===== src/rtl/core/assert_macros.svh =====
// ----------------------------------------------------------------------------
// Assertion macros
// Shared concurrent assertion forms used by the RTL.
// ----------------------------------------------------------------------------
`ifndef ASSERT_MACROS_SVH
`define ASSERT_MACROS_SVH

// Clocked implication with asynchronous reset disable.
`define ASSERT_PROP(label, clk, rst_n, prop, msg) \
	label: assert property (@(posedge clk) disable iff (!rst_n) prop) else $error(msg);

// Condition that must never be true.
`define ASSERT_NEVER(label, clk, rst_n, cond, msg) \
	`ASSERT_PROP(label, clk, rst_n, !(cond), msg)

`endif


===== src/rtl/core/rlmrs_ram.sv =====
// ----------------------------------------------------------------------------
// Generic RAM
// Simple dual-port memory with one write port and a registered read port.
// ----------------------------------------------------------------------------
module rlmrs_ram #(
	parameter int WIDTH = 3,
	parameter int DEPTH = 1024
) (
	input  logic                     clk,
	input  logic                     we,
	input  logic [$clog2(DEPTH)-1:0] waddr,
	input  logic [WIDTH-1:0]         wdata,
	input  logic                     re,
	input  logic [$clog2(DEPTH)-1:0] raddr,
	output logic [WIDTH-1:0]         rdata
);

	logic [WIDTH-1:0] mem_q [DEPTH];

	always_ff @(posedge clk) begin
		if (we) begin
			mem_q[waddr] <= wdata;
		end
		if (re) begin
			rdata <= mem_q[raddr];
		end
	end

endmodule


===== config.mk =====
export PLATFORM = sky130hd
export DESIGN_NAME = rlmrs_ram
export DESIGN_NICKNAME = d
export VERILOG_FILES = /design/src/rtl/core/assert_macros.svh /design/src/rtl/core/rlmrs_ram.sv
export SDC_FILE = /design/constraint.sdc
export NUM_CORES = 2
export LEC_CHECK = 0
export ABC_AREA = 0
export BUFFER_PORTS_ARGS = -buffer_cell sky130_fd_sc_hd__buf_2
export CAP_MARGIN = 10
export CORE_ASPECT_RATIO = 1.1
export CORE_MARGIN = 2
export CORE_UTILIZATION = 63
export CTS_CLUSTER_SIZE = 16
export DETAILED_ROUTE_END_ITERATION = 16
export PLACE_DENSITY_LB_ADDON = 0.15
export SLEW_MARGIN = 10
export SYNTH_ARGS = -nofsm -noshare
export SYNTH_HDL_FRONTEND = slang
export SYNTH_SLANG_ARGS = --single-unit

===== constraint.sdc =====
create_clock -name clk -period 3.3 [get_ports clk]
set_clock_uncertainty 0.05 [all_clocks]
set_input_delay 0.165 -clock clk [delete_from_list [all_inputs] [get_ports clk]]
set_output_delay 0.165 -clock clk [all_outputs]
set_load 0.03 [all_outputs]

; ---- Yosys cells after proc, flatten, opt, wreduce, memory -nomap -nowiden
; Memory sizes are Yosys's and may differ from the RTL's. A register that Yosys moved wholly into a read port is not among the register bits.
; Index checks and enable logic that the tools add are counted.
[totals]
out_inout_bits = 3
wordCells = 3
inputBits = 26
ff_bits = 0
mem_count = 1
ramBits = 3072
[classes]
n_mux = 2
[memory_table]
columns = memory, words, word_bits, rd, rd_clocked_by_memory_dff, write_ports, line
row1 = mem_q, 1024, 3, 1, 1, 1, rlmrs_ram.sv:18  ; logic [WIDTH-1:0] mem_q [DEPTH];
[ops]
columns = cell, count
row1 = 1-bit two-way mux, 2

; ---- Depth between registers and ports, before layout
[depth]
word_depth = 2
depth_mapped = 15

; ---- Worst setup path before layout
; Ideal clock, no wire load.
[synth_timing]
kind = input port to flip-flop
startpoint = in raddr[0]
endpoint = reg rdata[1], read port of mem_q (data pin)
setup_ps = 273
t_arrival_ps = 2368
stages = 8
path_buffers = 3
slack_ps = 609
cell_sequence = buf_6 > buf_8 > buf_8 > mux4_2 > mux4_2 > mux4_2 > o2111ai_1 > o2111ai_1
[synth_lines]
columns = element, line
row1 = start: declaration, rlmrs_ram.sv:14  ; input logic [$clog2(DEPTH)-1:0] raddr,
row2 = end: declaration, rlmrs_ram.sv:15  ; output logic [WIDTH-1:0] rdata

==> flow_summary.ini <==
[status]
outcome = finished, final reports clean

[grt]
gr-total-overflow = 0
grtUsageTotal_pct = 33.8
antenna_found_initial = 19
grt_pass1_vias = 67700
grt_max_degree = 160
grt_first_pass_wirelength_um = 477000

[critical_path]
cp_max_fo = 2
cp.required_ns = 4.04
worstPathCellList = mux2i_1 > o221ai_1 > a21oi_1 > nor4_1 > o211ai_1 > buf_4 > a21oi_1 > buf_4 > nand4_1 > nand4_1
timing.rr.start = mem_q[581][2]
crit_path_end = rdata[2]
crit_slowest_cell = nor4_1
start_kind = flip-flop
rrSetupSlack_ns = 0.08
cpPeakStageDelay_ns = 0.96
endpoint_kind = flip-flop
crit_type = reg2reg
r2r-end = rdata[2]
rr_worst_depth = 10
arrival_ns = 3.96
startpoint = mem_q[581][2]

[synthesis]
postSynthAreaPerCell_um2 = 18.9
synth-seq-cells = 3075
ys_types = 78
synth_edf_count = 3075
synth_nets = 6570
async_flop_share_pct = 0
synth_seq_area_share_pct = 74.6
syn_inst = 6544
netlist_area_um2 = 124000
ys.flop_type = edfxtp_1
yosysWarnings = 0

[place]
hpwl_um = 203000
portBuffers = 28
gp_routability_congestion = 0.884

[pwr]
intPower_w = 0.0634
combPwrFrac_pct = 5.6
sequentialPowerShare_pct = 53.6
ir_drop_mv = 0.597
p_clk_share_pct = 40.9
p_leak_nw = 43.9
p_switching_w = 0.0169
switching_share_pct = 21.0
powerDensity_nw_per_um2 = 576
power_w = 0.0803

[floorplan]
io_pins = 29
die_w_um = 427
start_util_pct = 63.4
dieArea_um2 = 200000
num_rows = 170
core-area_um2 = 195000
die_h_um = 469

[clock_tree]
cts_root_buf = clkbuf_16
cts_sinks = 3075
cts_tree = yes
path_clk_slew_ns = 0.06
cts_buffers = 307
worstSkewPairLatency_ns = 0.96
h-tree-depth = 5
cts_max_path_buffers = 4

[cells_and_area]
layout.nets = 6980
syn_to_final_growth_pct = 12.7
drive_gt1_share_pct = 23.7
utilization_pct = 71.5
fillers = 11600

[sta]
worstMarginPinSlew_ns = 1.24
timing.setup.tns_ns = 0
whs_ns = 0.101
slew_violations = 0
hold_violations = 0
rsz0062_at_grt = no
slew_headroom_pct = 17.5
finalSetupViolCount = 0
clock.fmax_ghz = 0.310
finalCriticalPeriod_ns = 3.22
fin_crit_sh_pct = 97.6

[job]
drv_cap = 0

[routing]
ant_nets = 0
drtIter0Drc = 9817
vias_per_cell = 6.90
drt-pass1-iter-count = 6
vias = 67300
drc_errors = 0
wirelength_um = 334000
wl_per_cell_um = 34.2

[min_path]
min_path_type = in2reg
hold_start = re
==> final cells by class <==
type | count | area [µm²] | share of cell area [%]
Inverter | 5 | 26.3 | 0.0188
Clock inverter | 136 | 1090 | 0.779
Tap cell | 2580 | 3230 | 2.32
Sequential cell | 3075 | 92300 | 66.2
Timing Repair Buffer | 594 | 6000 | 4.30
Clock buffer | 378 | 8120 | 5.82
Multi-Input combinational cell | 2971 | 28600 | 20.5
Antenna cell | 14 | 35.0 | 0.0251
==> what timing repair did <==
item / in CTS / in global routing
setup buffers: 0 / 0
resized for setup: 1 / 0
hold endpoints to repair: 939 / 0
hold buffers: 11 / 0
endpoints found under the setup margin: 1 / 0
==> worst max-delay path: cells and delay by family (launching register included) <==
kind / cells / cell delay, ns
and+or+nand+nor: 3 / 1.48
AOI/OAI and AO/OA: 4 / 0.67
buffers and inverters: 2 / 0.46
DFF: 1 / 0.33
muxes: 1 / 0.09
==> power groups by stage <==
| stage | combinational (W) | sequential [W] | clock, W |
|---|---|---|---|
| after global routing | 0.00463 | 0.0430 | 0.0345 |
| after detailed placement | 0.00438 | 0.0438 | 0 |
| final | 0.00446 | 0.0430 | 0.0328 |
| after global placement | 0.00433 | 0.0438 | 0 |
| after CTS | 0.00442 | 0.0430 | 0.0330 |
| after floorplan | 0.00224 | 0.0438 | 0 |
==> metrics by stage <==
stage	area, µm²	cells	setup slack, ns
after floorplan	124000	6544	0.609
after global placement	130000	9214	-0.594
after detailed placement	130000	9214	-0.570
after CTS	139000	9739	0.143
after global routing	139000	9743	0.0301
final	139000	9753	0.0782
==> worst min path at each step <==
stage,end,depth (start not counted)
2_1_floorplan,mem_q[0][0],0
3_3_place_gp,rdata[2],1
3_5_place_dp,rdata[2],1
4_1_cts,rdata[0],2
5_1_grt,rdata[0],2
6_report,rdata[0],2
==> placed cells by master (no fill, tap or decap), types with 13 or more instances in the layout <==
cell type,count
mux4_2,635
a221oi_1,17
nor2_1,1078
o21ai_0,53
nand3_4,24
clkinv_1,50
buf_4,436
mux2_2,14
o221ai_1,99
nand4_1,13
mux4_1,27
buf_2,20
clkbuf_16,315
clkinv_2,56
clkbuf_1,63
mux2i_1,322
a22o_1,21
diode_2,14
nand2_1,118
nor2b_1,14
nor3_1,53
a211oi_1,29
a21oi_1,79
a22oi_1,61
edfxtp_1,3075
nor4_1,17
nand3_1,24
bufinv_16,17
buf_12,122
o22ai_1,84
==> registers in the layout (all words and copies together), names as in the netlist <==
name	count
rdata	3
mem_q	3072
==> cell usage after synthesis, types with 7 or more instances <==
master	instances	area [µm²]
o21ai_1	7	35.0
nor3_1	54	270
nand2_1	124	465
mux2i_1	322	3220
a21oi_1	79	395
or3_1	9	56.3
o21ai_0	53	265
buf_4	28	210
nor2b_1	19	119
a211oi_1	29	218
a22o_1	21	184
buf_1	50	188
mux2_2	14	158
and2_1	13	81.3
nor4_1	17	106
nand2b_1	8	50.1
o22ai_1	84	526
nor3b_1	13	97.6
buf_8	32	480
o221ai_1	99	867
edfxtp_1	3075	92300
a221oi_1	17	149
mux4_1	27	709
a2111oi_0	11	96.3
nand4_1	13	81.3
nand3_1	48	240
clkbuf_1	243	912
buf_6	48	541
a22oi_1	61	458
buf_12	25	500
mux4_2	635	14300
buf_2	59	295
nor2_1	1080	4050
o31ai_1	7	52.6
and3_1	10	62.6
==> routing by layer <==
metal  global-route usage, %  part of all wire, %
met4                    14.7                  4.8
met1                    46.2                   35
met2                    54.0                   48
met5                       0                0.015
met3                    6.79                   12
==> logic make-up (layout without fill, tap and decap cells) <==
kind of cell / after synthesis / after routing / synth area share (%)
buf+inv: 498 / 1113 / 2.59
simple gates: 1443 / 1443 / 4.84
mux: 1002 / 1002 / 14.9
compound gates: 526 / 526 / 3.04
other cells: 0 / 14 / 0
flops: 3075 / 3075 / 74.6
No activity file was read; power rests on OpenSTA's default activity.
