<file path="config.mk">
export PLATFORM = sky130hd
export DESIGN_NAME = rlmrs_seq
export DESIGN_NICKNAME = d
export VERILOG_FILES = /design/src/rtl/core/rlmrs_pkg.sv /design/src/rtl/core/rlmrs_seq.sv
export VERILOG_INCLUDE_DIRS = /design/src /design/src/rtl/core
export SDC_FILE = /design/constraint.sdc
export NUM_CORES = 1
export LEC_CHECK = 0
export BUFFER_PORTS_ARGS = -buffer_cell sky130_fd_sc_hd__buf_2
export CAP_MARGIN = 25
export CORE_MARGIN = 4
export CORE_UTILIZATION = 35
export DETAILED_ROUTE_END_ITERATION = 7
export SLEW_MARGIN = 20
export SYNTH_ARGS = -nofsm -noshare
export SYNTH_HDL_FRONTEND = slang
export SYNTH_SLANG_ARGS = --single-unit
</file>
<file path="constraint.sdc">
create_clock -name clk -period 5.05 [get_ports clk]
set_clock_uncertainty 0.1 [all_clocks]
set_input_delay 0.2525 -clock clk [delete_from_list [all_inputs] [get_ports clk]]
set_output_delay 0.2525 -clock clk [all_outputs]
set_load 0.1 [all_outputs]
</file>
<file path="src/rtl/core/assert_macros.svh">
// ----------------------------------------------------------------------------
// Assertion macros
// Shared concurrent assertion forms used by the RTL.
// ----------------------------------------------------------------------------
`ifndef ASSERT_MACROS_SVH
`define ASSERT_MACROS_SVH

// Clocked implication with asynchronous reset disable.
`define ASSERT_PROP(label, clk, rst_n, prop, msg) \
	label: assert property (@(posedge clk) disable iff (!rst_n) prop) else $error(msg);

// Condition that must never be true.
`define ASSERT_NEVER(label, clk, rst_n, cond, msg) \
	`ASSERT_PROP(label, clk, rst_n, !(cond), msg)

`endif

</file>
<file path="src/rtl/core/rlmrs_pkg.sv">
// ----------------------------------------------------------------------------
// RGB LED matrix row scanner package
// Shared types and constants for the row scanner.
// ----------------------------------------------------------------------------
package rlmrs_pkg;

	localparam int COLUMNS_DEF = 64;
	localparam int ROWS_DEF    = 32;

	localparam int COLUMN_W   = 6;
	localparam int PIX_Y_W    = 5;
	localparam int COMP_W     = 8;
	localparam int RGB_W      = 3;
	localparam int ROW_ADDR_W = 4;
	localparam int PERIOD_W   = 16;
	localparam int CFG_IDX_W  = 1;
	localparam int CFG_DATA_W = 16;

	localparam logic [PERIOD_W-1:0] ROW_PERIOD_RST   = 16'd500;
	localparam logic [COMP_W-1:0]   ON_THRESHOLD_RST = 8'd127;

	localparam logic [RGB_W-1:0] RGB_RED   = 3'b001;
	localparam logic [RGB_W-1:0] RGB_GREEN = 3'b010;
	localparam logic [RGB_W-1:0] RGB_BLUE  = 3'b100;

	typedef enum logic [CFG_IDX_W-1:0] {
		CFG_ROW_PERIOD   = 1'b0,
		CFG_ON_THRESHOLD = 1'b1
	} cfg_idx_t;

	typedef enum logic {
		FUNC_WRITE = 1'b0,
		FUNC_TICK  = 1'b1
	} func_t;

	typedef struct packed {
		logic                func;
		logic [COLUMN_W-1:0] pixel_x;
		logic [PIX_Y_W-1:0]  pixel_y;
		logic [COMP_W-1:0]   red;
		logic [COMP_W-1:0]   green;
		logic [COMP_W-1:0]   blue;
	} item_t;

	typedef struct packed {
		logic [COLUMN_W-1:0]   shift_column;
		logic [RGB_W-1:0]      upper_rgb;
		logic [RGB_W-1:0]      lower_rgb;
		logic [ROW_ADDR_W-1:0] row_address;
		logic                  latch_row;
	} result_t;

	typedef struct packed {
		logic clear;
		logic read;
	} mem_ctl_t;

endpackage

</file>
<file path="src/rtl/core/rlmrs_seq.sv">
// ----------------------------------------------------------------------------
// Row scanner sequencer
// Clears the pixel memories after reset, counts ticks and streams one row
// pair out of the memories when the row period elapses.
// ----------------------------------------------------------------------------
`include "assert_macros.svh"

module rlmrs_seq #(
	parameter int COLUMNS = rlmrs_pkg::COLUMNS_DEF,
	parameter int ROWS    = rlmrs_pkg::ROWS_DEF
) (
	input  logic                                      clk,
	input  logic                                      arst_n,
	input  logic                                      start,
	input  rlmrs_pkg::item_t                          item,
	input  logic [rlmrs_pkg::PERIOD_W-1:0]            row_period,
	input  logic [rlmrs_pkg::RGB_W-1:0]               upper_data,
	input  logic [rlmrs_pkg::RGB_W-1:0]               lower_data,
	output logic                                      busy,
	output rlmrs_pkg::mem_ctl_t                       mem_ctl,
	output logic [$clog2(COLUMNS*(ROWS/2))-1:0]       mem_addr,
	output rlmrs_pkg::result_t                        result,
	output logic                                      result_strobe
);

	import rlmrs_pkg::*;

	localparam int HALF_ROWS = ROWS / 2;
	localparam int DEPTH     = COLUMNS * HALF_ROWS;
	localparam int AW        = $clog2(DEPTH);
	localparam int CW        = $clog2(COLUMNS);
	localparam int RW        = $clog2(HALF_ROWS);

	typedef enum logic [2:0] {
		S_CLEAR = 3'b001,
		S_IDLE  = 3'b010,
		S_SCAN  = 3'b100
	} state_t;

	state_t              state_q;
	logic [AW-1:0]       addr_q;
	logic [CW-1:0]       col_q;
	logic [RW-1:0]       row_q;
	logic [PERIOD_W-1:0] tick_q;
	logic                strobe_s1;
	logic                last_s1;
	logic [CW-1:0]       col_s1;

	logic                tick;
	logic [PERIOD_W-1:0] tick_next;
	logic [PERIOD_W-1:0] period;
	logic                refresh;
	logic [RW-1:0]       row_next;
	logic                col_last;

	assign busy      = (state_q != S_IDLE);
	assign tick      = start && !busy && (item.func == FUNC_TICK);
	assign tick_next = tick_q + PERIOD_W'(1);
	assign period    = (row_period == '0) ? PERIOD_W'(1) : row_period;
	assign refresh   = tick && (tick_next >= period);
	assign row_next  = (row_q == RW'(HALF_ROWS - 1)) ? '0 : row_q + RW'(1);
	assign col_last  = (col_q == CW'(COLUMNS - 1));

	assign mem_ctl.clear = (state_q == S_CLEAR);
	assign mem_ctl.read  = (state_q == S_SCAN);
	assign mem_addr      = addr_q;

	always_ff @(posedge clk or negedge arst_n) begin
		if (!arst_n) begin
			state_q   <= S_CLEAR;
			addr_q    <= '0;
			col_q     <= '0;
			row_q     <= '0;
			tick_q    <= '0;
			strobe_s1 <= 1'b0;
			last_s1   <= 1'b0;
		end else begin
			strobe_s1 <= (state_q == S_SCAN);
			last_s1   <= (state_q == S_SCAN) && col_last;
			case (state_q)
				S_CLEAR: begin
					addr_q <= addr_q + AW'(1);
					if (addr_q == AW'(DEPTH - 1)) begin
						state_q <= S_IDLE;
					end
				end
				S_IDLE: begin
					if (tick) begin
						if (refresh) begin
							tick_q  <= '0;
							row_q   <= row_next;
							addr_q  <= AW'(32'(row_next) * COLUMNS);
							col_q   <= '0;
							state_q <= S_SCAN;
						end else begin
							tick_q <= tick_next;
						end
					end
				end
				S_SCAN: begin
					addr_q <= addr_q + AW'(1);
					col_q  <= col_q + CW'(1);
					if (col_last) begin
						state_q <= S_IDLE;
					end
				end
				default: begin
					state_q <= S_IDLE;
				end
			endcase
		end
	end

	always_ff @(posedge clk) begin
		col_s1 <= col_q;
	end

	assign result_strobe       = strobe_s1;
	assign result.shift_column = COLUMN_W'(col_s1);
	assign result.upper_rgb    = upper_data;
	assign result.lower_rgb    = lower_data;
	assign result.row_address  = last_s1 ? ROW_ADDR_W'(row_q) : '0;
	assign result.latch_row    = last_s1;

	`ASSERT_NEVER(a_latch_needs_strobe, clk, arst_n, result.latch_row && !result_strobe,
		"Latch marker seen outside a result transaction.")
	`ASSERT_PROP(a_scan_starts_col0, clk, arst_n,
		(state_q == S_SCAN && $past(state_q) != S_SCAN) |-> (col_q == '0),
		"Row scan did not start at column zero.")
	`ASSERT_PROP(a_gap_after_latch, clk, arst_n,
		(result_strobe && result.latch_row) |=> !result_strobe,
		"Result transaction directly after the latch marker.")
	`ASSERT_NEVER(a_no_strobe_in_clear, clk, arst_n, result_strobe && mem_ctl.clear,
		"Result transaction during the memory clearing pass.")

endmodule

</file>
# After elaboration in Yosys (flattened, before gate mapping)
# Cells that the tools add are included.
# Widths: inputs -> output; s select.
[classes] add_sub_neg=4 n_mul=0 n_div=0 magnitude_cmp=1 eq_ne=11 shifts=0 muxes=15 bitwise=0 reduce_logical=14
[op_table] op="$mux 16" count=2
[op_table] op="$mux 10" count=2
[op_table] op="$pmux 10 s2" count=1
[op_table] op="$add 16x1->16 const B" count=1
[op_table] op="$ge 16x16->1" count=1
[op_table] op="$logic_not 16->1" count=1
[op_table] op="$mux 3" count=4
[op_table] op="$mux 6" count=2
[op_table] op="$pmux 6 s2" count=1
[op_table] op="$add 10x1->10 const B" count=1
[op_table] op="$eq 10x10->1 const B" count=1
[op_table] op="$pmux 3 s3" count=1
[op_table] op="$reduce_and 3->1" count=3
[op_table] op="$mux 4" count=2
[op_table] op="$add 6x1->6 const B" count=1
[op_table] op="$eq 6x6->1 const B" count=1
[op_table] op="$add 4x1->4 const B" count=1
[op_table] op="$eq 4x4->1 const B" count=1
[op_table] op="$logic_and 1x1->1" count=4
[op_table] op="$ne 2x1->1 const B" count=2
[op_table] op="$ne 2x2->1 const B" count=2
[op_table] op="$reduce_and 4->1" count=1
[op_table] op="$reduce_bool 2->1" count=2
[op_table] op="$eq 3x1->1 const B" count=1
[op_table] op="other kinds (6)" count=6
[word_totals] ff_bits=47 latchBits=0 ramBits=0 mem_bits_ro=0 in_bits=61 out_inout_bits=31 elab_cells=53 mem_count=0

# Depth between registers and ports, before layout
# Gate-level depths: netlist of the first run.
[depth] word_depth=8 mapped_depth=13

# Least setup slack after synthesis of the first run
# Ideal clock, no wire load.
[synth_path] path_type="register -> register" from="register tick_q[0]" to="register row_q[0]" setup_time_ns=0.125 t_arrival_ns=3.274 required_time_ns=4.825 slack_ns=1.551 path_stages_with_launch=12 path_buffers=0 period_less_slack_ns=3.499 path_cell_list="dfrtp_1 -> ha_1 -> nand2_1 -> nor3_1 -> nand3_1 -> xnor2_1 -> ha_1 -> and4_4 -> nand4_2 -> o41a_4 -> a21oi_4 -> mux2_2"
[synth_between] elab_chain_len=4
[synth_lines] item="start: declaration" line_no="rlmrs_seq.sv:44" rtl="logic [PERIOD_W-1:0] tick_q;"
[synth_lines] item="start signal: assignment" line_no="rlmrs_seq.sv:96" rtl="tick_q <= tick_next;"
[synth_lines] item="$add 16x1->16" line_no="rlmrs_seq.sv:58" rtl="assign tick_next = tick_q + PERIOD_W'(1);"
[synth_lines] item="$ge 16x16->1" line_no="rlmrs_seq.sv:60" rtl="assign refresh = tick && (tick_next >= period);"
[synth_lines] item="$logic_and 1x1->1" line_no="rlmrs_seq.sv:60"
[synth_lines] item="$reduce_and 3->1 (no source line)"
[synth_lines] item="end signal: assignment" line_no="rlmrs_seq.sv:91" rtl="row_q <= row_next;"
[synth_lines] item="end: declaration" line_no="rlmrs_seq.sv:43" rtl="logic [RW-1:0] row_q;"
# No other way between the ends.
# A chain may end at the register's enable or synchronous reset.

# Worst setup path after layout of the first run
[layout_path] from="register tick_q[2]" to="register row_q[3]"
# The elaborated chain is that of the path after synthesis.

==> metrics, run 1 <==
CTS tree=built; Sequential Power Share=approximately half; layout cells sized above 1=just over 20%; post-place setup slack=1.115 ns; CTS clk-pin slew, worst paths=roughly 0.08 ns; status=complete, no violations; PortBufs=44; Synth Area in Adders=between 8 and 9%; clock buffer depth=2; PD cells=247.4 mW/mm²; area share of the largest cell type after synthesis=34.53%; CP max stage delay=approximately 0.5 ns; Total Nets Final=about 430; Clk Latency, worst-skew pair=~0.29 ns; total CTS buffers=5; sequential area share after synthesis=between 30% and 40%; DIE AREA=0.009803 mm²; first-pass GRT wire length=10.81 mm; switching share of power=a little over a quarter; main combinational cell family by area after synthesis=simple AND/OR/NAND/NOR gates; RSZ-0062 raised after global routing=false; post-place instance area=0.003168 mm²; critical path type=register to register; Post-synth EDFFs=0; post-synthesis simple-gate area fraction=about a fifth; Post-Syn Nets=392; CP Launch Type=register; DIE WIDTH=99.01 µm; DRC viols=0; Max Clk Rate=around 250 MHz; Starting DRT DRC Count=37; Buf/Inv on CP=0; largest net degree at the start of global routing=42; Async SR Flop Fraction=87.23%; Synth Area in XOR/XNOR=under 10%; grt ovf=0; Setup Buffers After CTS=0; vias=approximately 2,300; Via-to-Cell Ratio=5.130; Synth Warn #=0; Placer Congestion=0.8381; Avg Synthesized Cell Area=9.322 µm²; critical path peak fanout=19; count leader, synth=dfrtp_1; worst-margin pin slew=~0.63 ns; Core ar.=about 0.008 mm²; FILL cells=782; DIE HEIGHT=99.01 µm; worst hold path class=register to register; H-tree depth=2; cell taking the most area after synthesis=dfrtp_1; post-route cell area=0.003323 mm²; commonest cells in the synthesized netlist=dfrtp_1 (40), nand2_1 (32), inv_1 (22), o21ai_0 (22), ha_1 (20); count of different cell masters after synthesis=54; PnR worst setup slack=1.117 ns; Routed WL=6.229 mm; ant diodes=0; crit path DAT=4.02 ns; internal power=605.0 µW; final hold viol count=0; vias in the first global route=2,365; max-cap viol count=0; synth top area cells=dfrtp_1 (35%), ha_1 (8.6%), dfxtp_1 (4.1%); Site Rows=32; fin. max-slew vios=0; NetSw=about 220 µW; clock power share=34.7%; Synth Area in Compound Gates=between 10% and 20%; Starting Density=36.75%; hold_ws=0.3236 ns; Crit path max-delay family=simple AND/OR/NAND/NOR gates; final setup fails=0; GRT Util Overall=13.26%; Slew Limit Headroom=a little under three fifths; WP data required=a little over 5 ns; element type at the critical path end=register; Comb pwr share=15.3%; Area growth, synth to finish=14.63%; routed length per instance=about 14 µm; mux contribution to synthesized area=1.899%; Mapped Cells=311; io pins=92; min Tclk post-route=3.933 ns; post-DP HPWL=roughly 4.6 mm; Final Cycle Share=77.87%; Clock Tree Root=clkbuf_8; Post-Synthesis Cell Area=between 0.002 and 0.003 mm²; first drt pass iteration count=4; #FFs+latches synth=47; CP most frequent cell=nand3_1; CP Cell Sequence=nand3_1 > nor3_1 > nand3_1 > nor2_1 > xor2_1 > ha_1 > and4_4 > nand4_2 > o41a_4 > a21oi_4 > mux2_2; setup tns final=0 ns; Leakage Power=1.675 nW; slowest CP cell=o41a_4; CTS Sinks=47; Main synth FF type=dfrtp_1; Final Util=a little over two fifths; initial antenna violation count=0; final antenna-violating net count=0; Max IR drop VDD=0.1208 mV
[routing by layer]
layer / track usage [%] / share of wire, % / vias to the layer above
met5: 0 / 0 / -
met4: 2.836 / 0.87 / 0
li1: - / - / 1188
met3: 2.831 / 4.5 / 5
met2: 21.85 / 46 / 47
met1: 17.92 / 49 / 1094
[registers in the layout, indices dropped and copies added, names as in the netlist]
| signal | cells |
|---|---|
| row_q | 4 |
| result_strobe | 1 |
| state_q | 3 |
| col_s1 | 6 |
| mem_addr | 10 |
| col_q | 6 |
| last_s1 | 1 |
| tick_q | 16 |
[final timing paths]
check / slack, ns / depth (start not counted) / start / endpoint
max reg2reg: 1.12 / 11 / tick_q[2]$_DFFE_PN0P_ / row_q[3]$_DFFE_PN0P_
max: 1.12 / 11 / tick_q[2]$_DFFE_PN0P_ / row_q[3]$_DFFE_PN0P_
min in group asynchronous: 0.36 / 2 / arst_n / mem_addr[0]$_DFFE_PN0P_
min: 0.32 / 0 / col_q[5]$_DFFE_PN0P_ / col_s1[5]$_DFF_P_
max in group asynchronous: 3.93 / 3 / arst_n / state_q[0]$_DFFE_PN1P_
min reg2reg: 0.32 / 0 / col_q[5]$_DFFE_PN0P_ / col_s1[5]$_DFF_P_
[power by group through the flow]
stage	registers (mW)	clock network, mW	logic [mW]
6_report	0.412	0.285	0.126
2_1_floorplan	0.417	0	0.107
4_1_cts	0.411	0.295	0.127
3_5_place_dp	0.419	0	0.126
3_3_place_gp	0.418	0	0.121
5_1_grt	0.415	0.310	0.147
[logic make-up (layout without fill, tap and decap cells)]
family | after synthesis | count (layout)
AND/OR/NAND/NOR | 115 | 115
adder cells (fa/ha/maj) | 20 | 20
multiplexers | 5 | 5
buffers and inverters | 36 | 78
flip-flops | 47 | 47
AO/OA/AOI/OAI | 67 | 67
XOR/XNOR | 21 | 21
[worst register-to-register path, cell delays in order (launching register included)]
cell,delay (ns)
dfrtp_1,0.45
nand3_1,0.18
nor3_1,0.43
nand3_1,0.26
nor2_1,0.21
xor2_1,0.11
ha_1,0.31
and4_4,0.27
nand4_2,0.13
o41a_4,0.50
a21oi_4,0.48
mux2_2,0.40
[cell usage in the layout, fill, tap and decap left out, types with 3 or more instances in the layout]
cell type / instances
buf_2: 44
a22o_1: 7
nor3_1: 12
mux2_2: 4
and3_1: 9
nor2_1: 13
dfxtp_1: 6
dfrtp_1: 40
xnor2_1: 12
a21o_1: 5
nand2_1: 32
nand4_1: 3
nor4_1: 3
nand3_1: 19
clkbuf_8: 6
ha_1: 20
xor2_1: 8
or3_1: 3
and2_1: 6
o21ai_0: 22
nand2b_1: 4
a21oi_1: 9
inv_1: 22
[final cells by class]
type	count	area, µm²	area share [%]
repair buffers	47	265.3	7.982
clock inverters	2	35.03	1.054
clock buffers	6	82.58	2.485
well taps	102	127.6	3.840
inverters	23	86.33	2.598
flip-flops and latches	47	1147	34.53
multi-input cells	228	1579	47.51
[metrics by stage]
step | instances | power (mW)
5_1_grt | 455 | 0.8725
4_1_cts | 453 | 0.8331
3_3_place_gp | 445 | 0.5393
2_1_floorplan | 311 | 0.5236
3_5_place_dp | 445 | 0.5446
6_report | 455 | 0.8222
[what timing repair did]
item,in CTS,in global routing
hold endpoints to repair,0,20
hold buffers,0,1
resized for setup,0,0
No activity file was read; power rests on OpenSTA's default activity.
==> inputs of run 2 (changes only) <==
==> constraint.sdc (replaced) <==
create_clock -name clk -period 3.65 [get_ports clk]
set_clock_uncertainty 0.1 [all_clocks]
set_input_delay 0.1825 -clock clk [delete_from_list [all_inputs] [get_ports clk]]
set_output_delay 0.1825 -clock clk [all_outputs]
set_load 0.1 [all_outputs]
==> metrics, run 2 (synthesis results as in run 1) <==
DIE WIDTH=99.01 µm (unchanged); max-cap viol count=0 (unchanged); CTS clk-pin slew, worst paths=0.09 ns (about the same); CP Launch Type=register; Slew Limit Headroom=57.70% (+0.11 points); Max IR drop VDD=0.1529 mV (+27%); PortBufs=44 (unchanged); switching share of power=28.55% (+2.1 points); Starting DRT DRC Count=74 (+100%); global routing's busiest layer=met2; FILL cells=807 (+3.2%); largest net degree at the start of global routing=42 (unchanged); Comb pwr share=18.2% (+2.9 points); fin. max-slew vios=0 (unchanged); internal power=761.4 µW (+26%); H-tree depth=2 (unchanged); worst-margin pin slew=0.6329 ns (-0.001599 ns); clock power share=28.6% (-6.1 points); critical path type=register to register; Max Clk Rate=292.1 MHz (+15%); final hold viol count=0 (unchanged); total CTS buffers=5 (unchanged); R2R Setup Slk=0.23 ns (-0.89 ns); worst hold path class=input pin to async pin; Clock Tree Root=clkbuf_8; routed length per instance=14.00 µm (+2.3%); commonest non-fill, non-tap cell in the layout=buf_2; RSZ-0062 raised after global routing=false; CP most frequent cell=ha_1; ant diodes=0 (unchanged); Core ar.=0.007888 mm² (unchanged); Final Util=43.34% (+1.2 points); met3 usage=2.406% (-0.42 points); post-DP HPWL=4.937 mm (+6.3%); Starting Density=36.75% (unchanged); DIE HEIGHT=99.01 µm (unchanged); vias in the first global route=2,438 (+3.1%); final setup fails=0 (unchanged); Power, Total=1.066 mW (+30%); element type at the critical path end=register; Total Nets Final=447 (+3.2%); NetSw=304.2 µW (+40%); Final Cycle Share=93.79% (+16 points); Site Rows=32 (unchanged); WP data required=3.73 ns (-1.40 ns); slowest CP cell=o41a_4; Area growth, synth to finish=17.91%; status=complete, no violations; first-pass GRT wire length=11.35 mm (+5.0%); layout cells sized above 1=23.98% (+3.9 points); CTS tree=built; io pins=92 (unchanged); Biggest register=tick_q; Clk Latency, worst-skew pair=0.29 ns (about the same); CP Cell Sequence=ha_1 > nand2_1 > nor3_1 > buf_4 > nand3_1 > xnor2_1 > ha_1 > and4_4 > nand4_2 > o41a_4 > a21oi_4 > buf_12 > mux2_2; RR Endpoint=row_q[3]$_DFFE_PN0P_; PD cells=311.8 mW/mm² (+26%); post-route cell area=0.003418 mm² (+2.9%); Layout Cells excl Fill=469 (+3.1%); crit path DAT=3.51 ns (-0.51 ns); GRT Util Overall=13.83% (+0.57 points); setup tns final=0 ns (unchanged); vias=2,406 (+3.1%); min Tclk post-route=3.423 ns (-0.5093 ns); clock buffer depth=2 (unchanged); initial antenna violation count=0 (unchanged); Leakage Power=1.733 nW (+3.5%); CP max stage delay=0.50 ns (about the same); final antenna-violating net count=0 (unchanged); grt met1 use=18.85% (+0.94 points); first drt pass iteration count=4 (unchanged); Placer Congestion=0.8316 (-0.78%); critical path peak fanout=19 (unchanged); post-place instance area=0.003286 mm² (+3.7%); max reg flops=16 (unchanged); Routed WL=6.566 mm (+5.4%); Sequential Power Share=53.2% (+3.1 points); CTS Sinks=47 (unchanged); most frequent cells in the layout=buf_2 (44), dfrtp_1 (39), nand2_1 (32); Via-to-Cell Ratio=5.130 (about the same); grt ovf=0 (unchanged); dpl cells=459 (+3.1%); met2 Use GR=22.62% (+0.77 points); reg2reg start=tick_q[0]$_DFFE_PN0P_; DIE AREA=0.009803 mm² (unchanged); DRC viols=0 (unchanged); R2R cell count=13 (+2)
run 2: layer usage:
| layer | share of wire (%) | wire, µm |
|---|---|---|
| met1 | 47 | 3086 |
| met2 | 47 | 3083 |
| met3 | 4.9 | 319 |
| met4 | 1.2 | 76 |
| met5 | 0 | 0 |
run 2: worst max path at each step:
| stage | from | to | slack, ns | cells past startpoint |
|---|---|---|---|---|
| floorplan | tick_q[0]$_DFFE_PN0P_ | row_q[0]$_DFFE_PN0P_ | 0.15 | 11 |
| global placement | tick_q[3]$_DFFE_PN0P_ | row_q[1]$_DFFE_PN0P_ | 0.16 | 13 |
| detailed placement | tick_q[3]$_DFFE_PN0P_ | row_q[3]$_DFFE_PN0P_ | 0.14 | 13 |
| CTS | tick_q[3]$_DFFE_PN0P_ | row_q[3]$_DFFE_PN0P_ | 0.12 | 13 |
| global route | tick_q[3]$_DFFE_PN0P_ | row_q[1]$_DFFE_PN0P_ | 0.005 | 13 |
| finish | tick_q[0]$_DFFE_PN0P_ | row_q[3]$_DFFE_PN0P_ | 0.23 | 13 |
run 2: layout make-up:
type / instances / area, µm² / share of cell area [%]
multi-input cells: 228 / 1599 / 46.78
clock buffers: 7 / 76.32 / 2.233
clock inverters: 1 / 5.005 / 0.1464
inverters: 23 / 86.33 / 2.526
repair buffers: 61 / 375.4 / 10.98
flip-flops and latches: 47 / 1149 / 33.60
well taps: 102 / 127.6 / 3.734
run 2: per-stage QoR:
stage / hold WS, ns / setup slack [ns]
2_1_floorplan: -0.2131 / 0.1513
6_report: 0.2005 / 0.2267
4_1_cts: 0.2657 / 0.1221
3_3_place_gp: 0.2657 / 0.1610
5_1_grt: 0.2228 / 0.004966
3_5_place_dp: 0.2657 / 0.1397
run 2: critical path, delay by kind of cell (launching register included):
kind / cells / cell delay (ns)
simple gates: 5 / 0.77
fa+ha+maj: 2 / 0.49
mux: 1 / 0.33
flops: 1 / 0.43
compound gates: 2 / 0.66
xor+xnor: 1 / 0.17
buf+inv: 2 / 0.36
run 2: power groups by stage:
| stage | clock [mW] | sequential, mW | combinational, mW |
|---|---|---|---|
| global placement | 0 | 0.574 | 0.187 |
| finish | 0.304 | 0.567 | 0.194 |
| CTS | 0.321 | 0.564 | 0.195 |
| global route | 0.337 | 0.571 | 0.224 |
| detailed placement | 0 | 0.575 | 0.194 |
| floorplan | 0 | 0.577 | 0.148 |
run 2: what timing repair did:
action,in CTS,in global routing
endpoints found under the setup margin,0,22
endpoints found under the hold margin,40,0
hold buffers,1,0
setup buffers,0,0
resized for setup,0,5
